### src/hdl/ptps_pkg.sv
package ptps_pkg;

    // Defaults for the top-level parameters.
    localparam int PTPS_POSITIONS  = 16;
    localparam int PTPS_TILT_RATIO = 4;

    // The goal table never holds more slots than a 4-bit index can reach.
    localparam int MAX_SLOTS = 16;

    localparam int ANGLE_W  = 24;
    localparam int TS_W     = 48;
    localparam int IDX_W    = 4;
    localparam int GOAL_W   = 16;
    localparam int COUNT_W  = 5;
    localparam int MARGIN_W = 15;
    localparam int DELAY_W  = 32;

    localparam int S_TDATA_W = 112;
    localparam int S_TUSER_W = 3;
    localparam int M_TDATA_W = 56;
    localparam int M_TUSER_W = 2;
    localparam int CFG_IDX_W = 2;
    localparam int CFG_DATA_W = 32;

    // Request codes.
    localparam logic [2:0] REQ_PAN   = 3'd0;
    localparam logic [2:0] REQ_TILT  = 3'd1;
    localparam logic [2:0] REQ_LEFT  = 3'd2;
    localparam logic [2:0] REQ_RIGHT = 3'd3;
    localparam logic [2:0] REQ_LOAD  = 3'd4;

    // Result kinds.
    localparam logic [1:0] KIND_PAN     = 2'd0;
    localparam logic [1:0] KIND_TILT    = 2'd1;
    localparam logic [1:0] KIND_CAPTURE = 2'd2;

    // Configuration register indexes.
    localparam logic [1:0] CFG_POSITION_COUNT = 2'd0;
    localparam logic [1:0] CFG_ERROR_MARGIN   = 2'd1;
    localparam logic [1:0] CFG_FRAME_DELAY    = 2'd2;

    localparam logic [COUNT_W-1:0]  COUNT_RESET  = 5'd1;
    localparam logic [MARGIN_W-1:0] MARGIN_RESET = 15'd41;
    localparam logic [DELAY_W-1:0]  DELAY_RESET  = 32'd0;

    // 2^16 * 2.8125 / pi, maps 2^-12 rad onto 1/64 degree.
    localparam logic [15:0] DEG64_MUL = 16'd58671;

    typedef struct packed {
        logic [2:0]                req_type;
        logic signed [ANGLE_W-1:0] angle;
        logic [TS_W-1:0]           timestamp_us;
        logic [IDX_W-1:0]          entry_index;
        logic [GOAL_W-1:0]         entry_pan;
        logic [GOAL_W-1:0]         entry_tilt;
        logic signed [ANGLE_W-1:0] tilt_quot;
        logic signed [ANGLE_W-1:0] angle_deg;
    } in_item_t;

    typedef struct packed {
        logic [1:0]                result_kind;
        logic signed [ANGLE_W-1:0] value_a;
        logic signed [ANGLE_W-1:0] value_b;
        logic [IDX_W-1:0]          captured_position;
        logic                      last;
    } res_t;

    // Magnitude of a 24-bit angle minus a 16-bit goal.
    function automatic logic [ANGLE_W:0] abs_diff(input logic signed [ANGLE_W-1:0] a,
                                                  input logic signed [GOAL_W-1:0] b);
        logic signed [ANGLE_W:0] d;
        d = {a[ANGLE_W-1], a} - {{(ANGLE_W-GOAL_W+1){b[GOAL_W-1]}}, b};
        return d[ANGLE_W] ? (ANGLE_W+1)'(-d) : d;
    endfunction

    // 2^-12 rad to 1/64 degree, magnitude rounded half up, sign kept.
    function automatic logic signed [ANGLE_W-1:0] to_deg64(input logic signed [ANGLE_W-1:0] x);
        logic [ANGLE_W-1:0] mag;
        logic [39:0]        prod;
        logic [ANGLE_W-1:0] r;
        mag  = x[ANGLE_W-1] ? ANGLE_W'(-x) : x;
        prod = 40'(mag) * 40'(DEG64_MUL) + 40'd32768;
        r    = prod[39:16];
        return x[ANGLE_W-1] ? ANGLE_W'(-r) : r;
    endfunction

    // Following table slot, wrapping at the effective count.
    function automatic logic [IDX_W-1:0] next_slot(input logic [IDX_W-1:0] idx,
                                                   input logic [COUNT_W-1:0] eff);
        logic [COUNT_W-1:0] inc;
        inc = {1'b0, idx} + 5'd1;
        return (inc >= eff) ? '0 : inc[IDX_W-1:0];
    endfunction

endpackage

### src/hdl/ptps_ram.sv
module ptps_ram #(
    parameter int WIDTH = 32,
    parameter int DEPTH = 16,
    localparam int AW = (DEPTH > 1) ? $clog2(DEPTH) : 1
) (
    input  logic             aclk,
    input  logic             wr_en,
    input  logic [AW-1:0]    wr_addr,
    input  logic [WIDTH-1:0] wr_data,
    input  logic [AW-1:0]    rd_addr_a,
    output logic [WIDTH-1:0] rd_data_a,
    input  logic [AW-1:0]    rd_addr_b,
    output logic [WIDTH-1:0] rd_data_b
);

    logic [WIDTH-1:0] mem [DEPTH];

    // Write-first: a read of the address being written returns the new word.
    always_ff @(posedge aclk) begin
        if (wr_en) begin
            mem[wr_addr] <= wr_data;
        end
        rd_data_a <= (wr_en && wr_addr == rd_addr_a) ? wr_data : mem[rd_addr_a];
        rd_data_b <= (wr_en && wr_addr == rd_addr_b) ? wr_data : mem[rd_addr_b];
    end

endmodule

### src/hdl/pan_tilt_panorama_sequencer.sv
// Pan-tilt panorama sequencer.
//
// Input beats (s_ channel) carry pan and tilt samples, left and right frame
// events and goal-table loads; the request code travels on s_tuser. Result
// beats (m_ channel) carry pan commands, tilt commands and capture records;
// the result kind travels on m_tuser and m_tlast marks the final result of
// an input beat. Registers are written on the cfg_ channel, which is always
// ready, and should only be written while no input beat is outstanding.
//
// An accepted beat is registered in the input register, is evaluated in a
// single pass against the goal RAM, and its results are registered in the
// output buffer. One beat per cycle is sustained while the receiver keeps
// m_tready high. A capture produces three result beats, and the input
// register then holds the next beat until the last two drain. If m_tready
// is low, results wait in the three-entry output buffer and the input
// register fills, after which s_tready drops.
//
// Reset clears the sequencing state, the stored tilt and the registers to
// their defaults; goal table entries are undefined until loaded.
module pan_tilt_panorama_sequencer #(
    parameter int POSITIONS  = ptps_pkg::PTPS_POSITIONS,
    parameter int TILT_RATIO = ptps_pkg::PTPS_TILT_RATIO
) (
    input  logic                            aclk,
    input  logic                            aresetn,
    // s_tdata, from bit 0: angle[24], timestamp_us[48], entry_index[4],
    // entry_pan[16], entry_tilt[16], then four zero bits.
    input  logic                            s_tvalid,
    output logic                            s_tready,
    input  logic [ptps_pkg::S_TDATA_W-1:0]  s_tdata,
    // s_tuser: req_type[3].
    input  logic [ptps_pkg::S_TUSER_W-1:0]  s_tuser,
    // m_tdata, from bit 0: value_a[24], value_b[24], captured_position[4],
    // then four zero bits.
    output logic                            m_tvalid,
    input  logic                            m_tready,
    output logic [ptps_pkg::M_TDATA_W-1:0]  m_tdata,
    // m_tuser: result_kind[2].
    output logic [ptps_pkg::M_TUSER_W-1:0]  m_tuser,
    output logic                            m_tlast,
    input  logic                            cfg_valid,
    output logic                            cfg_ready,
    input  logic [ptps_pkg::CFG_IDX_W-1:0]  cfg_index,
    input  logic [ptps_pkg::CFG_DATA_W-1:0] cfg_data
);
    import ptps_pkg::*;

    // Slots actually stored, and the address width of the goal RAM.
    localparam int TDEPTH = (POSITIONS < MAX_SLOTS) ? POSITIONS : MAX_SLOTS;
    localparam int AW     = (TDEPTH > 1) ? $clog2(TDEPTH) : 1;
    localparam logic [COUNT_W-1:0] TDEPTH_C = COUNT_W'(TDEPTH);

    // Rounded-up reciprocal of the gear ratio over 2^31; exact for every
    // magnitude of a 24-bit angle.
    localparam logic [32:0] RECIP_FULL =
        ((33'd1 << 31) + 33'(TILT_RATIO) - 33'd1) / 33'(TILT_RATIO);
    localparam logic [31:0] TILT_RECIP = RECIP_FULL[31:0];
    localparam logic [ANGLE_W-1:0] RATIO_C = ANGLE_W'(TILT_RATIO);

    // Configuration registers.
    logic [COUNT_W-1:0]  count_reg;
    logic [MARGIN_W-1:0] margin_reg;
    logic [DELAY_W-1:0]  delay_reg;

    // Input register.
    logic     in_valid_reg, in_valid_next;
    in_item_t in_reg;
    in_item_t in_item;
    logic     s_accept;

    // Sequencing state.
    logic [IDX_W-1:0]          idx_reg, idx_next;
    logic                      armed_reg, armed_next;
    logic                      left_reg, left_next;
    logic                      right_reg, right_next;
    logic [TS_W-1:0]           arrival_reg, arrival_next;
    logic signed [ANGLE_W-1:0] tilt_now_reg, tilt_now_next;

    // Output buffer, head at entry 0.
    res_t       res_reg [3];
    res_t       new_res [3];
    logic [1:0] res_cnt_reg;
    logic [1:0] new_cnt;
    logic       m_take;
    logic       buf_free;
    logic       proc_fire;
    logic       cap_fire;

    // Goal RAM: {tilt, pan} per slot. Port A reads the current slot, port B
    // the slot that follows it.
    logic                      ram_we;
    logic [AW-1:0]             ram_waddr;
    logic [2*GOAL_W-1:0]       ram_wdata;
    logic [AW-1:0]             ram_raddr_a, ram_raddr_b;
    logic [2*GOAL_W-1:0]       ram_rdata_a, ram_rdata_b;
    logic signed [GOAL_W-1:0]  cur_pan, cur_tilt, nxt_pan, nxt_tilt;

    logic [COUNT_W-1:0]        eff_count;
    logic [IDX_W-1:0]          succ_idx, succ_succ_idx;
    logic [ANGLE_W:0]          margin_w;
    logic                      pan_in_margin;
    logic                      tilt_out;
    logic                      frame_late;
    logic signed [ANGLE_W-1:0] tilt_cmd;
    logic signed [ANGLE_W-1:0] tilt_deg;

    // Intake: the raw tilt is divided by the gear ratio and the pan angle is
    // turned into degrees on the way into the input register.
    logic [ANGLE_W-1:0]        in_mag;
    logic [55:0]               quot_prod;
    logic [ANGLE_W-1:0]        quot_mag;

    always_comb begin
        in_item.req_type     = s_tuser[2:0];
        in_item.angle        = s_tdata[23:0];
        in_item.timestamp_us = s_tdata[71:24];
        in_item.entry_index  = s_tdata[75:72];
        in_item.entry_pan    = s_tdata[91:76];
        in_item.entry_tilt   = s_tdata[107:92];
        in_mag    = in_item.angle[ANGLE_W-1] ? ANGLE_W'(-in_item.angle) : in_item.angle;
        quot_prod = 56'(in_mag) * 56'(TILT_RECIP);
        quot_mag  = quot_prod[54:31];
        in_item.tilt_quot = in_item.angle[ANGLE_W-1] ? ANGLE_W'(-quot_mag) : quot_mag;
        in_item.angle_deg = to_deg64(in_item.angle);
    end

    // Handshakes. An item is evaluated once the output buffer is empty or
    // hands over its last waiting beat in this cycle.
    assign cfg_ready = 1'b1;
    assign m_tvalid  = (res_cnt_reg != 2'd0);
    assign m_take    = m_tvalid && m_tready;
    assign buf_free  = (res_cnt_reg == 2'd0) || (res_cnt_reg == 2'd1 && m_tready);
    assign proc_fire = in_valid_reg && buf_free;
    assign s_tready  = !in_valid_reg || proc_fire;
    assign s_accept  = s_tvalid && s_tready;

    assign m_tdata = {4'd0, res_reg[0].captured_position, res_reg[0].value_b,
                      res_reg[0].value_a};
    assign m_tuser = res_reg[0].result_kind;
    assign m_tlast = res_reg[0].last;

    // Configuration writes.
    always_ff @(posedge aclk) begin
        if (!aresetn) begin
            count_reg  <= COUNT_RESET;
            margin_reg <= MARGIN_RESET;
            delay_reg  <= DELAY_RESET;
        end else if (cfg_valid && cfg_ready) begin
            unique case (cfg_index)
                CFG_POSITION_COUNT: count_reg  <= cfg_data[COUNT_W-1:0];
                CFG_ERROR_MARGIN:   margin_reg <= cfg_data[MARGIN_W-1:0];
                CFG_FRAME_DELAY:    delay_reg  <= cfg_data[DELAY_W-1:0];
                default: ;
            endcase
        end
    end

    // A count of zero behaves as one; a count above the table size is capped.
    always_comb begin
        if (count_reg == '0) begin
            eff_count = 5'd1;
        end else if (count_reg > TDEPTH_C) begin
            eff_count = TDEPTH_C;
        end else begin
            eff_count = count_reg;
        end
    end

    assign succ_idx      = next_slot(idx_reg, eff_count);
    assign succ_succ_idx = next_slot(succ_idx, eff_count);

    // The RAM is addressed with the slot that will be current in the next
    // cycle, so its registered data always matches idx_reg.
    assign ram_raddr_a = idx_next[AW-1:0];
    assign ram_raddr_b = cap_fire ? succ_succ_idx[AW-1:0] : succ_idx[AW-1:0];

    assign cur_pan  = ram_rdata_a[GOAL_W-1:0];
    assign cur_tilt = ram_rdata_a[2*GOAL_W-1:GOAL_W];
    assign nxt_pan  = ram_rdata_b[GOAL_W-1:0];
    assign nxt_tilt = ram_rdata_b[2*GOAL_W-1:GOAL_W];

    assign margin_w      = (ANGLE_W+1)'(margin_reg);
    assign pan_in_margin = (abs_diff(in_reg.angle, cur_pan) <= margin_w) &&
                           (abs_diff(tilt_now_reg, cur_tilt) <= margin_w);
    assign tilt_out      = abs_diff(in_reg.tilt_quot, cur_tilt) > margin_w;
    // The deadline is formed one bit wider so that it never wraps.
    assign frame_late    = {1'b0, in_reg.timestamp_us} >
                           ({1'b0, arrival_reg} + (TS_W+1)'(delay_reg));
    assign tilt_cmd      = {{(ANGLE_W-GOAL_W){cur_tilt[GOAL_W-1]}}, cur_tilt} * RATIO_C;
    assign tilt_deg      = to_deg64(tilt_now_reg);

    assign ram_waddr = in_reg.entry_index[AW-1:0];
    assign ram_wdata = {in_reg.entry_tilt, in_reg.entry_pan};

    // Evaluation of the item in the input register.
    always_comb begin
        idx_next      = idx_reg;
        armed_next    = armed_reg;
        left_next     = left_reg;
        right_next    = right_reg;
        arrival_next  = arrival_reg;
        tilt_now_next = tilt_now_reg;
        new_res[0]    = '0;
        new_res[1]    = '0;
        new_res[2]    = '0;
        new_cnt       = 2'd0;
        cap_fire      = 1'b0;
        ram_we        = 1'b0;
        if (proc_fire) begin
            unique case (in_reg.req_type)
                REQ_PAN: begin
                    if (!pan_in_margin) begin
                        new_res[0].result_kind = KIND_PAN;
                        new_res[0].value_a     = ANGLE_W'(cur_pan);
                        new_res[0].last        = 1'b1;
                        new_cnt                = 2'd1;
                    end else if (!armed_reg) begin
                        armed_next   = 1'b1;
                        arrival_next = in_reg.timestamp_us;
                    end else if (left_reg && right_reg) begin
                        // Capture: record, then the goal of the following slot.
                        cap_fire   = 1'b1;
                        armed_next = 1'b0;
                        left_next  = 1'b0;
                        right_next = 1'b0;
                        idx_next   = succ_idx;
                        new_res[0].result_kind       = KIND_CAPTURE;
                        new_res[0].value_a           = in_reg.angle_deg;
                        new_res[0].value_b           = tilt_deg;
                        new_res[0].captured_position = idx_reg;
                        new_res[1].result_kind       = KIND_PAN;
                        new_res[1].value_a           = ANGLE_W'(nxt_pan);
                        new_res[2].result_kind       = KIND_TILT;
                        new_res[2].value_a           = ANGLE_W'(nxt_tilt);
                        new_res[2].last              = 1'b1;
                        new_cnt                      = 2'd3;
                    end
                end
                REQ_TILT: begin
                    tilt_now_next = in_reg.tilt_quot;
                    if (tilt_out) begin
                        new_res[0].result_kind = KIND_TILT;
                        new_res[0].value_a     = tilt_cmd;
                        new_res[0].last        = 1'b1;
                        new_cnt                = 2'd1;
                    end
                end
                REQ_LEFT: begin
                    if (armed_reg && frame_late) begin
                        left_next = 1'b1;
                    end
                end
                REQ_RIGHT: begin
                    if (armed_reg && frame_late) begin
                        right_next = 1'b1;
                    end
                end
                REQ_LOAD: begin
                    ram_we = (32'(in_reg.entry_index) < POSITIONS);
                end
                default: ;
            endcase
        end
    end

    assign in_valid_next = s_accept ? 1'b1 : (proc_fire ? 1'b0 : in_valid_reg);

    always_ff @(posedge aclk) begin
        if (!aresetn) begin
            in_valid_reg <= 1'b0;
            idx_reg      <= '0;
            armed_reg    <= 1'b0;
            left_reg     <= 1'b0;
            right_reg    <= 1'b0;
            arrival_reg  <= '0;
            tilt_now_reg <= '0;
        end else begin
            in_valid_reg <= in_valid_next;
            idx_reg      <= idx_next;
            armed_reg    <= armed_next;
            left_reg     <= left_next;
            right_reg    <= right_next;
            arrival_reg  <= arrival_next;
            tilt_now_reg <= tilt_now_next;
        end
    end

    always_ff @(posedge aclk) begin
        if (s_accept) begin
            in_reg <= in_item;
        end
    end

    // Output buffer occupancy.
    always_ff @(posedge aclk) begin
        if (!aresetn) begin
            res_cnt_reg <= 2'd0;
        end else if (proc_fire) begin
            res_cnt_reg <= new_cnt;
        end else if (m_take) begin
            res_cnt_reg <= res_cnt_reg - 2'd1;
        end
    end

    // Output buffer payload: refilled on evaluation, shifted on each beat.
    always_ff @(posedge aclk) begin
        if (proc_fire) begin
            res_reg[0] <= new_res[0];
            res_reg[1] <= new_res[1];
            res_reg[2] <= new_res[2];
        end else if (m_take) begin
            res_reg[0] <= res_reg[1];
            res_reg[1] <= res_reg[2];
        end
    end

    ptps_ram #(
        .WIDTH (2*GOAL_W),
        .DEPTH (TDEPTH)
    ) u_goal_ram (
        .aclk      (aclk),
        .wr_en     (ram_we),
        .wr_addr   (ram_waddr),
        .wr_data   (ram_wdata),
        .rd_addr_a (ram_raddr_a),
        .rd_data_a (ram_rdata_a),
        .rd_addr_b (ram_raddr_b),
        .rd_data_b (ram_rdata_b)
    );

`ifndef NO_ASSERTIONS
    // A capture record is always followed by the pan command of the new slot.
    a_capture_then_pan: assert property (@(posedge aclk) disable iff (!aresetn)
        (m_take && m_tuser == KIND_CAPTURE) |=>
        (m_tvalid && m_tuser == KIND_PAN && !m_tlast))
        else $error("capture record not followed by pan command");

    // The final beat of an item is the last one left in the buffer.
    a_last_is_tail: assert property (@(posedge aclk) disable iff (!aresetn)
        (m_tvalid && m_tlast) |-> (res_cnt_reg == 2'd1))
        else $error("last beat with further results queued");

    // The slot index moves only on a capture.
    a_index_on_capture: assert property (@(posedge aclk) disable iff (!aresetn)
        ($past(aresetn) && idx_reg != $past(idx_reg)) |-> $past(cap_fire))
        else $error("slot index changed without a capture");

    // An item that cannot be evaluated stays put in the input register.
    a_item_held: assert property (@(posedge aclk) disable iff (!aresetn)
        (in_valid_reg && !buf_free) |=> (in_valid_reg && $stable(in_reg)))
        else $error("waiting input item lost or changed");
`endif

endmodule
### config.mk
export PLATFORM = sky130hd
export DESIGN_NAME = pan_tilt_panorama_sequencer
export DESIGN_NICKNAME = d
export VERILOG_FILES = /design/src/hdl/ptps_pkg.sv /design/src/hdl/ptps_ram.sv /design/src/hdl/pan_tilt_panorama_sequencer.sv
export SDC_FILE = /design/constraint.sdc
export NUM_CORES = 2
export LEC_CHECK = 0
export BUFFER_PORTS_ARGS = -buffer_cell sky130_fd_sc_hd__buf_2
export CORE_MARGIN = 2
export CORE_UTILIZATION = 58
export CTS_CLUSTER_SIZE = 20
export DETAILED_ROUTE_END_ITERATION = 7
export HOLD_SLACK_MARGIN = 0.1
export PLACE_DENSITY = 0.86
export SYNTH_ARGS = -nofsm -noshare
export SYNTH_HDL_FRONTEND = slang
export SYNTH_HIERARCHICAL = 1
export SYNTH_SLANG_ARGS = --single-unit
### constraint.sdc
create_clock -name aclk -period 21.2 [get_ports aclk]
set_clock_uncertainty 0.1 [all_clocks]
set_input_delay 0 -clock aclk [delete_from_list [all_inputs] [get_ports aclk]]
set_output_delay 0 -clock aclk [all_outputs]
set_load 0.01 [all_outputs]
==> insert_results.sql <==
INSERT INTO impl_metrics (metric_group, metric, value, unit) VALUES
('timing', 'finalSetupViolCount', '0', ''),
('floorplanning', 'die_area', '0.1129', 'mm^2'),
('floorplanning', 'start_util', '58.56', '%'),
('logic_synthesis', 'postSynthCellCount', '5499', ''),
('timing', 'timing.final.ws_setup', '9.755', 'ns'),
('cells_and_area', 'final_cell_area', '0.07242', 'mm^2'),
('logic_synthesis', 'yosys.area_share.xor_xnor', '4.563', '%'),
('power', 'leakage', '29.63', 'nW'),
('worst_setup_path', 'arrival', '11.85', 'ns'),
('timing', 'final_min_period_over_clock_period', '53.99', '%'),
('routing', 'drt_first_pass_iters', '8', ''),
('worst_setup_path', 'critical_path.endpoint_type', 'register', ''),
('logic_synthesis', 'yosys.cell_types.count', '94', ''),
('floorplanning', 'rows', '121', ''),
('cells_and_area', 'fin_nets', '6918', ''),
('cells_and_area', 'largest_register_ffs', '512', ''),
('routing', 'drc', '31', ''),
('clock_tree', 'clock-sinks', '904', ''),
('cells_and_area', 'layout-drive-gt1-share', '12.56', '%'),
('routing', 'routed_wl', '202300', 'um'),
('floorplanning', 'fp.coreArea', '0.1092', 'mm^2'),
('routing', 'detailroute.wirelength.met3', '26660', 'um'),
('floorplanning', 'boundaryPins', '216', ''),
('logic_synthesis', 'synthFlopType', 'edfxtp_1', ''),
('worst_hold_path', 'worst_hold_path.num_cells', '2', ''),
('routing', 'ant_nets', '0', ''),
('global_route', 'pin_count_of_the_biggest_net_entering_global_routing', '101', ''),
('logic_synthesis', 'synth_top_family_by_area', 'adder cells', ''),
('timing', 'slew_viol_final', '0', ''),
('clock_tree', 'clk-insertion-delay-late', '0.72', 'ns'),
('logic_synthesis', 'synth_area_per_cell', '11.62', 'um^2'),
('routing', 'm1WireLength', '67060', 'um'),
('logic_synthesis', 'synth_sequential_area_ratio', '40.25', '%'),
('routing', 'vias', '50520', ''),
('timing', 'timing.slew.headroom', '6.610', '%'),
('place', 'finalWeightedCongestion', '0.9546', ''),
('timing', 'grt_setup_unrepaired', 'no', ''),
('timing', 'finalCriticalPeriod', '11.44', 'ns'),
('place', 'buffer_ports.inserted', '206', ''),
('routing', 'drt-wirelength-per-cell', '27.00', 'um'),
('timing', 'max_freq', '87.38', 'MHz'),
('clock_tree', 'worst_setup_hold_path_clk_slew', '0.07', 'ns'),
('logic_synthesis', 'ys_async_sr_fraction', '0', '%'),
('logic_synthesis', 'synth-adder-area-share', '19.77', '%'),
('logic_synthesis', 'synth-compound-area-share', '10.28', '%'),
('floorplanning', 'die_h', '336.0', 'um'),
('worst_setup_path', 'critical_path.max_stage_delay', '0.84', 'ns'),
('worst_setup_path', 'required', '21.61', 'ns'),
('status', 'failed_checks', 'design-rule violations', ''),
('routing', 'drtIter0Drc', '7935', ''),
('cells_and_area', 'syn_to_final_growth', '13.31', '%'),
('worst_setup_path', 'worst_path_max_delay_cell', 'buf_4', ''),
('clock_tree', 'max-clock-path-buffers', '3', ''),
('timing', 'totalNegativeSetupSlack', '0', 'ns'),
('logic_synthesis', 'yosysWarningCount', '6', ''),
('global_route', 'groute.usage.overall', '35.48', '%'),
('worst_setup_path', 'cp_max_fanout', '61', ''),
('floorplanning', 'die-width', '336.0', 'um'),
('cells_and_area', 'final_common_cell', 'edfxtp_1', ''),
('place', 'hpwlAfterDp', '125900', 'um'),
('logic_synthesis', 'synth-edff-count', '762', ''),
('clock_tree', 'cts_hold_buffers', '305', ''),
('logic_synthesis', 'synth_simple_gate_area_share', '9.790', '%'),
('clock_tree', 'clock_tree.htree_level_count', '3', ''),
('routing', 'wl_met2', '92040', 'um'),
('status', 'status', 'finished, violations left', ''),
('global_route', 'grt_pass1_vias', '50710', ''),
('logic_synthesis', 'synth.area.mux_share', '10.21', '%'),
('job', 'max_cap_viol_count', '0', ''),
('global_route', 'globalRoute.totalOverflow', '0', ''),
('power', 'ir_drop', '451.1', 'uV');
-- report_power, final --
group	total [mW]	internal, mW	switching, mW
sequential	2.31	2.22	0.0877
clock	1.73	0.955	0.774
combinational	5.47	2.16	3.31
-- worst max-delay path: cells and delay by family, from the launching register on --
kind	cells	cell delay, ns
simple gates	8	2.26
mux	1	0.62
xor+xnor	1	0.18
flops	1	0.68
compound gates	13	3.76
buf+inv	4	2.80
fa+ha+maj	2	0.73
-- layout make-up --
cell class	instances	area (um^2)
clock buffers	110	2400
diodes	26	65.06
multi-input cells	3816	35100
clock inverters	63	744.5
repair buffers	576	4572
flip-flops and latches	904	25740
fillers	7198	36730
well taps	1476	1847
inverters	520	1956
-- synth_stat cells, types with 14 or more instances --
library cell	instances	area share (%)
edfxtp_1	762	36
ha_1	594	12
inv_1	515	3.0
nand2_1	451	2.6
nor2_1	292	1.7
fa_1	260	8.1
mux4_2	256	9.0
a21oi_1	252	2.0
xnor2_1	197	2.7
o21ai_0	156	1.2
a22oi_1	142	1.7
dfxtp_1	142	4.4
xor2_1	136	1.9
clkbuf_1	130	0.76
nand3_1	107	0.84
a21o_1	103	1.2
buf_4	81	0.95
nor3_1	77	0.60
mux2i_1	69	1.1
nand2b_1	47	0.46
nand4_1	46	0.45
and2_1	43	0.42
nor2b_1	40	0.39
and3_1	37	0.36
o31ai_1	36	0.42
o21a_1	31	0.36
a211oi_1	30	0.35
o211ai_1	29	0.34
or3_1	28	0.27
buf_1	25	0.15
buf_2	25	0.20
nor4_1	24	0.23
a31oi_1	21	0.21
or2_2	20	0.20
or4_1	18	0.21
o21ai_1	17	0.13
o21bai_1	17	0.20
o41ai_1	15	0.21
nor3b_1	14	0.16
-- metrics by stage --
| stage | power [mW] | utilization [%] | instances | hold slack (ns) |
|---|---|---|---|---|
| 2_1_floorplan | 6.206 | - | 5502 | -0.001131 |
| 3_5_place_dp | 7.512 | 60.61 | 6987 | 0.07810 |
| 5_1_grt | 9.995 | 66.31 | 7473 | 0.1866 |
| 4_1_cts | 9.300 | 66.29 | 7465 | 0.1384 |
| 3_3_place_gp | 7.287 | 60.61 | 6987 | 0.07604 |
| 6_report | 9.505 | 66.35 | 7491 | 0.1802 |
-- worst paths after layout --
check / end / slack, ns
max: res_reg[0][43] / 9.76
min: in_reg[132] / 0.18
max reg2reg: res_reg[0][43] / 9.76
min reg2reg: margin_reg[1] / 0.36
-- layer usage --
layer,GRT usage (%),up-vias
li1,-,21010
met5,1.021,-
met2,55.70,4084
met1,42.87,24150
met3,10.50,1268
met4,22.66,12
-- kinds of logic after synthesis --
logic type,count (synthesis)
buf+inv,782
simple gates,1301
other cells,2
compound gates,992
fa+ha+maj,854
flops,904
mux,331
xor+xnor,333
Power figures use the tool's default switching activity.
